==> src/sv/wmmd_pkg.sv <==
// Package for the waveform min/max decimator: field widths, register map,
// reset values and the types shared between the submodules.
// No dependencies.
`default_nettype none

package wmmd_pkg;

    localparam int SAMPLE_WIDTH = 16;
    localparam int Y_WIDTH      = 13;
    localparam int HEIGHT_WIDTH = 12;
    localparam int SEG_WIDTH    = 24;
    localparam int SCALE_WIDTH  = 32;
    localparam int SCALE_FRAC   = 20;
    localparam int Y_SHIFT      = 16;
    localparam int YPROD_WIDTH  = SAMPLE_WIDTH + HEIGHT_WIDTH + 1;

    localparam int APB_ADDR_WIDTH = 4;
    localparam int APB_DATA_WIDTH = 32;

    typedef enum logic [1:0] {
        REG_SAMPLES_PER_SEGMENT = 2'd0,
        REG_X_SCALE_Q20         = 2'd1,
        REG_PLOT_HEIGHT         = 2'd2,
        REG_UNUSED              = 2'd3
    } reg_index_t;

    localparam logic [SEG_WIDTH-1:0]    SPS_RESET    = 24'd1;
    localparam logic [SCALE_WIDTH-1:0]  SCALE_RESET  = 32'h0010_0000;
    localparam logic [HEIGHT_WIDTH-1:0] HEIGHT_RESET = 12'd256;

    // round-toward-zero bias for the signed shift by Y_SHIFT
    localparam logic [YPROD_WIDTH-1:0] Y_BIAS = YPROD_WIDTH'((1 << Y_SHIFT) - 1);

    typedef struct packed {
        logic [SEG_WIDTH-1:0]    samples_per_segment;
        logic [SCALE_WIDTH-1:0]  x_scale_q20;
        logic [HEIGHT_WIDTH-1:0] plot_height;
    } cfg_t;

    typedef struct packed {
        logic two_points;
        logic frame_last;
    } seg_ctrl_t;

endpackage

`default_nettype wire

==> src/sv/wmmd_regs.sv <==
// APB configuration registers of the min/max decimator.
// Depends on wmmd_pkg.
`default_nettype none

module wmmd_regs (
    input  wire logic                                 aclk,
    input  wire logic                                 aresetn,
    input  wire logic                                 psel,
    input  wire logic                                 penable,
    input  wire logic                                 pwrite,
    input  wire logic [wmmd_pkg::APB_ADDR_WIDTH-1:0]  paddr,
    input  wire logic [wmmd_pkg::APB_DATA_WIDTH-1:0]  pwdata,
    output logic      [wmmd_pkg::APB_DATA_WIDTH-1:0]  prdata,
    output logic                                      pready,
    output wmmd_pkg::cfg_t                            cfg
);

    wmmd_pkg::cfg_t         cfg_reg;
    wmmd_pkg::reg_index_t   reg_sel;
    logic                   wr_en;

    assign reg_sel = wmmd_pkg::reg_index_t'(paddr[3:2]);
    assign wr_en   = psel && penable && pwrite;
    assign pready  = 1'b1;
    assign cfg     = cfg_reg;

    always_ff @(posedge aclk) begin
        if (!aresetn) begin
            cfg_reg.samples_per_segment <= wmmd_pkg::SPS_RESET;
            cfg_reg.x_scale_q20         <= wmmd_pkg::SCALE_RESET;
            cfg_reg.plot_height         <= wmmd_pkg::HEIGHT_RESET;
        end else if (wr_en) begin
            case (reg_sel)
                wmmd_pkg::REG_SAMPLES_PER_SEGMENT: begin
                    cfg_reg.samples_per_segment <= pwdata[wmmd_pkg::SEG_WIDTH-1:0];
                end
                wmmd_pkg::REG_X_SCALE_Q20: begin
                    cfg_reg.x_scale_q20 <= pwdata[wmmd_pkg::SCALE_WIDTH-1:0];
                end
                wmmd_pkg::REG_PLOT_HEIGHT: begin
                    cfg_reg.plot_height <= pwdata[wmmd_pkg::HEIGHT_WIDTH-1:0];
                end
                default: begin
                end
            endcase
        end
    end

    always_comb begin
        case (reg_sel)
            wmmd_pkg::REG_SAMPLES_PER_SEGMENT: begin
                prdata = wmmd_pkg::APB_DATA_WIDTH'(cfg_reg.samples_per_segment);
            end
            wmmd_pkg::REG_X_SCALE_Q20: begin
                prdata = wmmd_pkg::APB_DATA_WIDTH'(cfg_reg.x_scale_q20);
            end
            wmmd_pkg::REG_PLOT_HEIGHT: begin
                prdata = wmmd_pkg::APB_DATA_WIDTH'(cfg_reg.plot_height);
            end
            default: begin
                prdata = '0;
            end
        endcase
    end

endmodule

`default_nettype wire

==> src/sv/wmmd_tracker.sv <==
// Segment tracker: running min/max with indices, segment close detection and
// the registered segment record (extremes in index order).
// Depends on wmmd_pkg.
`default_nettype none

module wmmd_tracker #(
    parameter int INDEX_WIDTH = 24
) (
    input  wire logic                                     aclk,
    input  wire logic                                     aresetn,
    input  wire logic [wmmd_pkg::SEG_WIDTH-1:0]           samples_per_segment,
    input  wire logic                                     s_valid,
    output logic                                          s_ready,
    input  wire logic signed [wmmd_pkg::SAMPLE_WIDTH-1:0] s_sample,
    input  wire logic                                     s_last,
    output logic                                          rec_valid,
    input  wire logic                                     rec_ready,
    output wmmd_pkg::seg_ctrl_t                           rec_ctrl,
    output logic [INDEX_WIDTH-1:0]                        rec_first_index,
    output logic signed [wmmd_pkg::SAMPLE_WIDTH-1:0]      rec_first_sample,
    output logic [INDEX_WIDTH-1:0]                        rec_second_index,
    output logic signed [wmmd_pkg::SAMPLE_WIDTH-1:0]      rec_second_sample
);

    localparam int SW = wmmd_pkg::SAMPLE_WIDTH;
    localparam int GW = wmmd_pkg::SEG_WIDTH;

    logic [INDEX_WIDTH-1:0] sample_index_reg, sample_index_next;
    logic [GW-1:0]          seg_pos_reg, seg_pos_next;
    logic signed [SW-1:0]   seg_max_reg, seg_max_next;
    logic signed [SW-1:0]   seg_min_reg, seg_min_next;
    logic [INDEX_WIDTH-1:0] max_index_reg, max_index_next;
    logic [INDEX_WIDTH-1:0] min_index_reg, min_index_next;

    logic                   rec_valid_reg, rec_valid_next;
    wmmd_pkg::seg_ctrl_t    rec_ctrl_reg, rec_ctrl_next;
    logic [INDEX_WIDTH-1:0] first_index_reg, first_index_next;
    logic signed [SW-1:0]   first_sample_reg, first_sample_next;
    logic [INDEX_WIDTH-1:0] second_index_reg, second_index_next;
    logic signed [SW-1:0]   second_sample_reg, second_sample_next;

    logic          accept;
    logic          seg_close;
    logic [GW-1:0] seg_len;
    logic [GW-1:0] pos_inc;

    assign s_ready = !rec_valid_reg || rec_ready;
    assign accept  = s_valid && s_ready;

    always_comb begin
        seg_len = (samples_per_segment == '0) ? GW'(1) : samples_per_segment;
        pos_inc = seg_pos_reg + GW'(1);

        if (seg_pos_reg == '0) begin
            seg_max_next   = s_sample;
            seg_min_next   = s_sample;
            max_index_next = sample_index_reg;
            min_index_next = sample_index_reg;
        end else begin
            seg_max_next   = seg_max_reg;
            seg_min_next   = seg_min_reg;
            max_index_next = max_index_reg;
            min_index_next = min_index_reg;
            if (s_sample > seg_max_reg) begin
                seg_max_next   = s_sample;
                max_index_next = sample_index_reg;
            end
            if (s_sample < seg_min_reg) begin
                seg_min_next   = s_sample;
                min_index_next = sample_index_reg;
            end
        end

        seg_close = (pos_inc >= seg_len) || (pos_inc == '0) || s_last;

        seg_pos_next      = seg_close ? '0 : pos_inc;
        sample_index_next = s_last ? '0 : sample_index_reg + INDEX_WIDTH'(1);

        // extremes leave in index order; one point (the minimum) on a shared index
        if (max_index_next < min_index_next) begin
            first_index_next   = max_index_next;
            first_sample_next  = seg_max_next;
            second_index_next  = min_index_next;
            second_sample_next = seg_min_next;
        end else begin
            first_index_next   = min_index_next;
            first_sample_next  = seg_min_next;
            second_index_next  = max_index_next;
            second_sample_next = seg_max_next;
        end
        rec_ctrl_next.two_points = (max_index_next != min_index_next);
        rec_ctrl_next.frame_last = s_last;

        if (accept) begin
            rec_valid_next = seg_close;
        end else if (rec_ready) begin
            rec_valid_next = 1'b0;
        end else begin
            rec_valid_next = rec_valid_reg;
        end
    end

    always_ff @(posedge aclk) begin
        if (!aresetn) begin
            sample_index_reg <= '0;
            seg_pos_reg      <= '0;
            rec_valid_reg    <= 1'b0;
        end else begin
            rec_valid_reg <= rec_valid_next;
            if (accept) begin
                sample_index_reg <= sample_index_next;
                seg_pos_reg      <= seg_pos_next;
            end
        end
    end

    always_ff @(posedge aclk) begin
        if (accept) begin
            seg_max_reg   <= seg_max_next;
            seg_min_reg   <= seg_min_next;
            max_index_reg <= max_index_next;
            min_index_reg <= min_index_next;
            if (seg_close) begin
                rec_ctrl_reg      <= rec_ctrl_next;
                first_index_reg   <= first_index_next;
                first_sample_reg  <= first_sample_next;
                second_index_reg  <= second_index_next;
                second_sample_reg <= second_sample_next;
            end
        end
    end

    assign rec_valid         = rec_valid_reg;
    assign rec_ctrl          = rec_ctrl_reg;
    assign rec_first_index   = first_index_reg;
    assign rec_first_sample  = first_sample_reg;
    assign rec_second_index  = second_index_reg;
    assign rec_second_sample = second_sample_reg;

endmodule

`default_nettype wire

==> src/sv/wmmd_emitter.sv <==
// Point emitter: scales the extremes of a segment record to plot
// coordinates, one point per request, into the output register; the second
// point of a pair waits in a holding register. Depends on wmmd_pkg.
`default_nettype none

module wmmd_emitter #(
    parameter int INDEX_WIDTH = 24,
    parameter int COORD_WIDTH = 12
) (
    input  wire logic                                     aclk,
    input  wire logic                                     aresetn,
    input  wire logic [wmmd_pkg::SCALE_WIDTH-1:0]         x_scale_q20,
    input  wire logic [wmmd_pkg::HEIGHT_WIDTH-1:0]        plot_height,
    input  wire logic                                     rec_valid,
    output logic                                          rec_ready,
    input  wire wmmd_pkg::seg_ctrl_t                      rec_ctrl,
    input  wire logic [INDEX_WIDTH-1:0]                   rec_first_index,
    input  wire logic signed [wmmd_pkg::SAMPLE_WIDTH-1:0] rec_first_sample,
    input  wire logic [INDEX_WIDTH-1:0]                   rec_second_index,
    input  wire logic signed [wmmd_pkg::SAMPLE_WIDTH-1:0] rec_second_sample,
    output logic                                          m_valid,
    input  wire logic                                     m_ready,
    output logic [COORD_WIDTH-1:0]                        m_point_x,
    output logic signed [wmmd_pkg::Y_WIDTH-1:0]           m_point_y,
    output logic                                          m_run_last,
    output logic                                          m_frame_last
);

    localparam int SW = wmmd_pkg::SAMPLE_WIDTH;
    localparam int YW = wmmd_pkg::Y_WIDTH;
    localparam int PW = INDEX_WIDTH + wmmd_pkg::SCALE_WIDTH;
    localparam int XW = PW - wmmd_pkg::SCALE_FRAC;
    localparam int QW = wmmd_pkg::YPROD_WIDTH;

    logic                   phase_reg, phase_next;
    logic                   m_valid_reg, m_valid_next;
    logic [COORD_WIDTH-1:0] point_x_reg, point_x_next;
    logic signed [YW-1:0]   point_y_reg, point_y_next;
    logic                   run_last_reg, run_last_next;
    logic                   frame_last_reg, frame_last_next;
    logic [INDEX_WIDTH-1:0] hold_index_reg;
    logic signed [SW-1:0]   hold_sample_reg;
    logic                   hold_frame_reg;

    logic [INDEX_WIDTH-1:0] cur_index;
    logic signed [SW-1:0]   cur_sample;
    logic                   advance;
    logic                   is_final;
    logic                   load;
    logic [PW-1:0]          x_prod;
    logic [XW-1:0]          x_full;
    logic signed [QW-1:0]   y_prod;
    logic [QW-1:0]          y_adj;
    logic [YW-1:0]          y_quot;

    assign advance    = !m_valid_reg || m_ready;
    assign cur_index  = phase_reg ? hold_index_reg  : rec_first_index;
    assign cur_sample = phase_reg ? hold_sample_reg : rec_first_sample;
    assign is_final   = phase_reg || !rec_ctrl.two_points;
    assign load       = advance && (phase_reg || rec_valid);
    assign rec_ready  = advance && rec_valid && !phase_reg;

    always_comb begin
        x_prod = PW'(cur_index) * PW'(x_scale_q20);
        x_full = x_prod[PW-1:wmmd_pkg::SCALE_FRAC];
        if (x_full[XW-1:COORD_WIDTH] != '0) begin
            point_x_next = '1;
        end else begin
            point_x_next = x_full[COORD_WIDTH-1:0];
        end

        // quotient by 2^16 truncated toward zero, then negated
        y_prod = cur_sample * $signed({1'b0, plot_height});
        y_adj  = y_prod[QW-1] ? QW'(y_prod) + wmmd_pkg::Y_BIAS : QW'(y_prod);
        y_quot = y_adj[QW-1:wmmd_pkg::Y_SHIFT];
        point_y_next = $signed(YW'(-y_quot));

        run_last_next   = is_final;
        frame_last_next = is_final && (phase_reg ? hold_frame_reg : rec_ctrl.frame_last);

        if (load) begin
            phase_next   = !is_final;
            m_valid_next = 1'b1;
        end else begin
            phase_next   = phase_reg;
            m_valid_next = m_valid_reg && !m_ready;
        end
    end

    always_ff @(posedge aclk) begin
        if (!aresetn) begin
            phase_reg   <= 1'b0;
            m_valid_reg <= 1'b0;
        end else begin
            phase_reg   <= phase_next;
            m_valid_reg <= m_valid_next;
        end
    end

    always_ff @(posedge aclk) begin
        if (load) begin
            point_x_reg    <= point_x_next;
            point_y_reg    <= point_y_next;
            run_last_reg   <= run_last_next;
            frame_last_reg <= frame_last_next;
        end
        if (rec_ready) begin
            hold_index_reg  <= rec_second_index;
            hold_sample_reg <= rec_second_sample;
            hold_frame_reg  <= rec_ctrl.frame_last;
        end
    end

    assign m_valid      = m_valid_reg;
    assign m_point_x    = point_x_reg;
    assign m_point_y    = point_y_reg;
    assign m_run_last   = run_last_reg;
    assign m_frame_last = frame_last_reg;

endmodule

`default_nettype wire

==> src/sv/waveform_minmax_decimator_unit.sv <==
// Waveform min/max decimator, top level: APB registers, segment tracker
// and point emitter. Depends on wmmd_pkg, wmmd_regs, wmmd_tracker, wmmd_emitter.
//
// Usage:
//   s_ channel carries one signed 16-bit sample per request; s_tlast marks the
//   final sample of a data set and flushes the open segment.
//   m_ channel carries plot points: x and y in m_tdata, the end-of-segment flag
//   in m_tuser and the end-of-data-set flag in m_tlast.
//   The APB port sets segment length, x scale and plot height; write it only
//   while no sample is in flight.
// The sample that closes a segment is registered into the record stage, and
//   the output register takes the segment's first point from there.
// Throughput: one sample per cycle unless the record stage is held; the second point
//   of a pair is sent from a holding register in the emitter, so the record stage
//   frees after the first point. A one-point segment closing right behind a pair
//   waits in the record stage while the second point is sent; the input stalls meanwhile.
// Reset (aresetn low, synchronous) empties the pipeline, restarts the index
//   and loads the register defaults.
// When m_tready is low the output register holds its point, the record stage
//   fills, and s_tready drops once both are occupied.
`default_nettype none

module waveform_minmax_decimator_unit #(
    parameter int INDEX_WIDTH = 24,
    parameter int COORD_WIDTH = 12
) (
    input  wire logic                                aclk,
    input  wire logic                                aresetn,
    input  wire logic                                psel,
    input  wire logic                                penable,
    input  wire logic                                pwrite,
    input  wire logic [wmmd_pkg::APB_ADDR_WIDTH-1:0] paddr,
    input  wire logic [wmmd_pkg::APB_DATA_WIDTH-1:0] pwdata,
    output logic      [wmmd_pkg::APB_DATA_WIDTH-1:0] prdata,
    output logic                                     pready,
    input  wire logic                                s_tvalid,
    output logic                                     s_tready,
    input  wire logic [wmmd_pkg::SAMPLE_WIDTH-1:0]   s_tdata,  // [15:0] sample
    input  wire logic                                s_tlast,  // last_sample
    output logic                                     m_tvalid,
    input  wire logic                                m_tready,
    output logic [8*((COORD_WIDTH+wmmd_pkg::Y_WIDTH+7)/8)-1:0] m_tdata, // point_x, point_y
    output logic                                     m_tuser,  // run_last
    output logic                                     m_tlast   // frame_last
);

    localparam int YW = wmmd_pkg::Y_WIDTH;
    localparam int DW = 8 * ((COORD_WIDTH + YW + 7) / 8);
    localparam int PADW = DW - COORD_WIDTH - YW;

    wmmd_pkg::cfg_t         cfg;
    logic                   rec_valid;
    logic                   rec_ready;
    wmmd_pkg::seg_ctrl_t    rec_ctrl;
    logic [INDEX_WIDTH-1:0] rec_first_index;
    logic [INDEX_WIDTH-1:0] rec_second_index;
    logic signed [wmmd_pkg::SAMPLE_WIDTH-1:0] rec_first_sample;
    logic signed [wmmd_pkg::SAMPLE_WIDTH-1:0] rec_second_sample;
    logic [COORD_WIDTH-1:0] point_x;
    logic signed [YW-1:0]   point_y;

    wmmd_regs u_regs (
        .aclk    (aclk),
        .aresetn (aresetn),
        .psel    (psel),
        .penable (penable),
        .pwrite  (pwrite),
        .paddr   (paddr),
        .pwdata  (pwdata),
        .prdata  (prdata),
        .pready  (pready),
        .cfg     (cfg)
    );

    wmmd_tracker #(
        .INDEX_WIDTH (INDEX_WIDTH)
    ) u_tracker (
        .aclk                (aclk),
        .aresetn             (aresetn),
        .samples_per_segment (cfg.samples_per_segment),
        .s_valid             (s_tvalid),
        .s_ready             (s_tready),
        .s_sample            ($signed(s_tdata)),
        .s_last              (s_tlast),
        .rec_valid           (rec_valid),
        .rec_ready           (rec_ready),
        .rec_ctrl            (rec_ctrl),
        .rec_first_index     (rec_first_index),
        .rec_first_sample    (rec_first_sample),
        .rec_second_index    (rec_second_index),
        .rec_second_sample   (rec_second_sample)
    );

    wmmd_emitter #(
        .INDEX_WIDTH (INDEX_WIDTH),
        .COORD_WIDTH (COORD_WIDTH)
    ) u_emitter (
        .aclk              (aclk),
        .aresetn           (aresetn),
        .x_scale_q20       (cfg.x_scale_q20),
        .plot_height       (cfg.plot_height),
        .rec_valid         (rec_valid),
        .rec_ready         (rec_ready),
        .rec_ctrl          (rec_ctrl),
        .rec_first_index   (rec_first_index),
        .rec_first_sample  (rec_first_sample),
        .rec_second_index  (rec_second_index),
        .rec_second_sample (rec_second_sample),
        .m_valid           (m_tvalid),
        .m_ready           (m_tready),
        .m_point_x         (point_x),
        .m_point_y         (point_y),
        .m_run_last        (m_tuser),
        .m_frame_last      (m_tlast)
    );

    generate
        if (PADW > 0) begin : g_pad
            assign m_tdata = {{PADW{1'b0}}, point_y, point_x};
        end else begin : g_nopad
            assign m_tdata = {point_y, point_x};
        end
    endgenerate

endmodule

`default_nettype wire

==> config.mk <==
export PLATFORM = sky130hd
export DESIGN_NAME = waveform_minmax_decimator_unit
export DESIGN_NICKNAME = d
export VERILOG_FILES = /design/src/sv/wmmd_pkg.sv /design/src/sv/wmmd_regs.sv /design/src/sv/wmmd_tracker.sv /design/src/sv/wmmd_emitter.sv /design/src/sv/waveform_minmax_decimator_unit.sv
export SDC_FILE = /design/constraint.sdc
export NUM_CORES = 2
export LEC_CHECK = 0
export ABC_AREA = 0
export BUFFER_PORTS_ARGS = -buffer_cell sky130_fd_sc_hd__buf_2
export CORE_AREA = 2 2 355 357
export CTS_CLUSTER_SIZE = 14
export DETAILED_ROUTE_END_ITERATION = 6
export DIE_AREA = 0 0 357 359
export MAX_ROUTING_LAYER = met4
export PLACE_DENSITY = 0.55
export SYNTH_ARGS = -nofsm -noshare
export SYNTH_HDL_FRONTEND = slang
export SYNTH_HIERARCHICAL = 1
export SYNTH_SLANG_ARGS = --single-unit
==> constraint.sdc <==
create_clock -name aclk -period 11.45 [get_ports aclk]
set_clock_uncertainty 0.05 [all_clocks]
set_input_delay 1.145 -clock aclk [delete_from_list [all_inputs] [get_ports aclk]]
set_output_delay 1.145 -clock aclk [all_outputs]
set_load 0.01 [all_outputs]
==> flow_summary.toml <==
[clocking]
clk_latency_ns = 0.61
cts_buffers = 43
htree_num_levels = 2
clk_path_buf_depth = 3
clkSinkCount = 349
cts_tree = "built"
cts_root_buf = "clkbuf_16"
clkTransAtPathRegs_ns = 0.07
cts_resized = 0
cts_setup_buffers = 0
cts_hold_buf = 0

[worst_hold_path]
min_to = "u_emitter/hold_sample_reg[4]$_DFFE_PP_"
hold_path_class = "flop to flop"
hold_depth = 0
holdCritStartpoint = "u_tracker/rec_second_sample[4]$_DFFE_PP_"

[place]
placedCellCount = 6945
placed_area_um2 = 52600
finalWeightedCongestion = 0.882
dpl.hpwl_um = 111000
dp_slack_ns = 1.23
io_buffers = 118

[logic_synthesis]
synthCells = 5404
synthArstFlopShare_pct = 0
synth_cell_types = 94
synth_ff_type = "edfxtp_1"
yosys_warnings = 6
avgSynthCellArea_um2 = 9.38
synth-edff-count = 230
ys_seq_elements = 349
synth_area_um2 = 50700
synth_seq_area_share_pct = 18.3

[final_layout]
fin_cells = 7028
drive_gt1_share_pct = 6.64
ff_latch_area_um2 = 9300
fillers = 12291
largest_reg_flops = 68
nets = 6563
areaGrowthSynthToFinish_pct = 6.71
multiInputGateArea_um2 = 36300
final_util_pct = 43.4
final_area_um2 = 54100

[worst_setup_path]
critPathMaxFanout = 32
crit_arrival_ns = 10.52
timing.setup.critical_path_class = "flop to flop"
worstSetupStartpoint = "u_emitter/phase_reg$_SDFFE_PN0P_"
start_kind = "flop"
end_kind = "flop"
r2r_setup_slack_ns = 1.21
ff2ff_path_depth = 27
required_ns = 11.73
r2r-start = "u_emitter/phase_reg$_SDFFE_PN0P_"
timing.rr.end = "u_emitter/m_point_x[9]$_SDFFCE_PP1P_"

[global_routing]
use_met3_pct = 2.50
grt_use_total_pct = 23.7
grt_pass1_wl_um = 228000
grt_max_degree = 77
use_met2_pct = 35.8
met1_usage_pct = 34.9
antenna_found_initial = 4
busiest_layer = "met2"
grt_pass1_vias = 38118
grt.overflow.total = 0

[routing]
drt_iter0_drc = 2563
drc = 0
ant_nets = 0
drt_first_pass_iters = 5
avgViaCountPerCell = 5.27
vias = 37065
wl_per_cell_um = 20.6
wl_um = 145000

[die]
dieHeight_um = 359
start_util_pct = 40.7
die_area_um2 = 128000
die_w_um = 357
row_count = 130
io_pins = 129
core_um2 = 125000

[timing]
period_share_pct = 89.5
tightest_slew_ns = 1.14
slew_viol_final = 0
setup_viol = 0
rsz0062_at_grt = "false"
whs_ns = 0.360
final.setup.tns_ns = 0
min_period_ns = 10.24
finalHoldViolations = 0
layout_setup_ws_ns = 1.21
slew_headroom_pct = 24.1
fmax_ghz = 0.0976

[job]
drv_cap = 0

[power]
leakagePower_nw = 24.4
powerDensity_nw_per_um2 = 94.7
irDropWorstVdd_mv = 0.133
p_total_mw = 5.12

[run_status]
status = "finished, final reports clean"
## logic make-up after synthesis
| group | share of synthesized area [%] |
|---|---|
| AO/OA/AOI/OAI | 7.71 |
| XOR/XNOR | 2.44 |
| adder cells (fa/ha/maj) | 41.1 |
| buffers and inverters | 10.3 |
| flip-flops | 18.3 |
| multiplexers | 3.40 |
| other | 0.0148 |
| AND/OR/NAND/NOR | 16.8 |
## cell type report
class                           instances  share of cell area, %
Clock buffer                           57                   2.22
Clock inverter                         21                  0.504
Antenna cell                            5                 0.0231
Sequential cell                       349                   17.2
Multi-Input combinational cell       3737                   67.1
Timing Repair Buffer                  186                   2.06
Tap cell                             1650                   3.82
Inverter                             1023                   7.10
## critical path, stage by stage, from the launching register on
cell and delay, ns:
dfxtp_2 0.79, buf_4 0.45, mux2_2 0.87, nand2_1 0.20, fa_1 0.58, inv_1 0.06
fa_1 0.49, inv_1 0.05, fa_1 0.54, inv_1 0.06, fa_1 0.54, fa_1 0.47
fa_1 0.51, inv_1 0.06, fa_1 0.48, inv_1 0.05, ha_1 0.38, a21o_1 0.22
a21o_1 0.17, a21o_1 0.21, o21bai_1 0.17, a211oi_1 0.68, nor3_1 0.12, nor4_1 0.31
nand4_1 0.12, nor4_1 0.33, nand4_1 0.49, or3_1 0.52
## how the worst max path moves through the flow
stage | cells past startpoint | slack (ns) | endpoint
floorplan | 6 | 2.25 | u_tracker/rec_ctrl[0]$_DFFE_PP_
CTS | 27 | 1.22 | u_emitter/m_point_x[9]$_SDFFCE_PP1P_
global placement | 27 | 1.31 | u_emitter/m_point_x[5]$_SDFFCE_PP1P_
global route | 27 | 0.68 | u_emitter/m_point_x[9]$_SDFFCE_PP1P_
finish | 27 | 1.21 | u_emitter/m_point_x[9]$_SDFFCE_PP1P_
detailed placement | 27 | 1.23 | u_emitter/m_point_x[10]$_SDFFCE_PP1P_
## cells in the final DEF, fill, tap and decap left out, types with 20 or more instances in the layout
master     instances
nand3_1           42
a211oi_1          25
ha_1             328
xor2_1            36
buf_2            117
or3_1             20
a21o_1            67
nor4_1            20
fa_1             835
mux2i_1          123
nand2_1          641
o22ai_1           68
nand2b_1          24
nor3_1            29
a21oi_1          119
nand4_1           48
a31oi_1           42
buf_4             68
nor2b_1          103
xnor2_1          105
o21a_1            24
edfxtp_1         230
mux2_2            41
clkbuf_16         44
nor2_1           140
and2_1           515
dfxtp_1          114
o21ai_0          116
inv_1           1022
## synthesized netlist by cell type (all sizes together) (27+ instances only)
cell type	number	area share, %
a211oi	27	0.43
a21o	67	0.99
a21oi	131	1.4
a31oi	42	0.52
and2	517	6.4
buf	67	0.97
clkbuf	234	1.7
dfxtp	119	4.7
edfxtp	230	14
fa	835	33
ha	328	8.1
inv	1023	7.6
mux2	41	0.91
mux2i	126	2.5
nand2	644	4.8
nand3	44	0.44
nand4	49	0.62
nor2	143	1.1
nor2b	106	1.3
nor3	31	0.34
o21ai	122	1.2
o22ai	68	0.84
xnor2	105	1.8
xor2	36	0.62
## routing by layer
metal / up-vias / wire length, um
li1: 16814 / -
met1: 19073 / 68900
met2: 1039 / 64800
met3: 139 / 8710
met4: 0 / 2590
met5: - / 0
## where the power goes
part | switching, mW | leakage [nW] | internal [mW] | total, mW
registers | 0.0637 | 3.16 | 1.53 | 1.59
clock network | 0.595 | 0.727 | 0.858 | 1.45
logic | 1.39 | 20.6 | 0.691 | 2.08
total | 2.05 | 24.4 | 3.08 | 5.12
(Power assumes the default switching activity.)
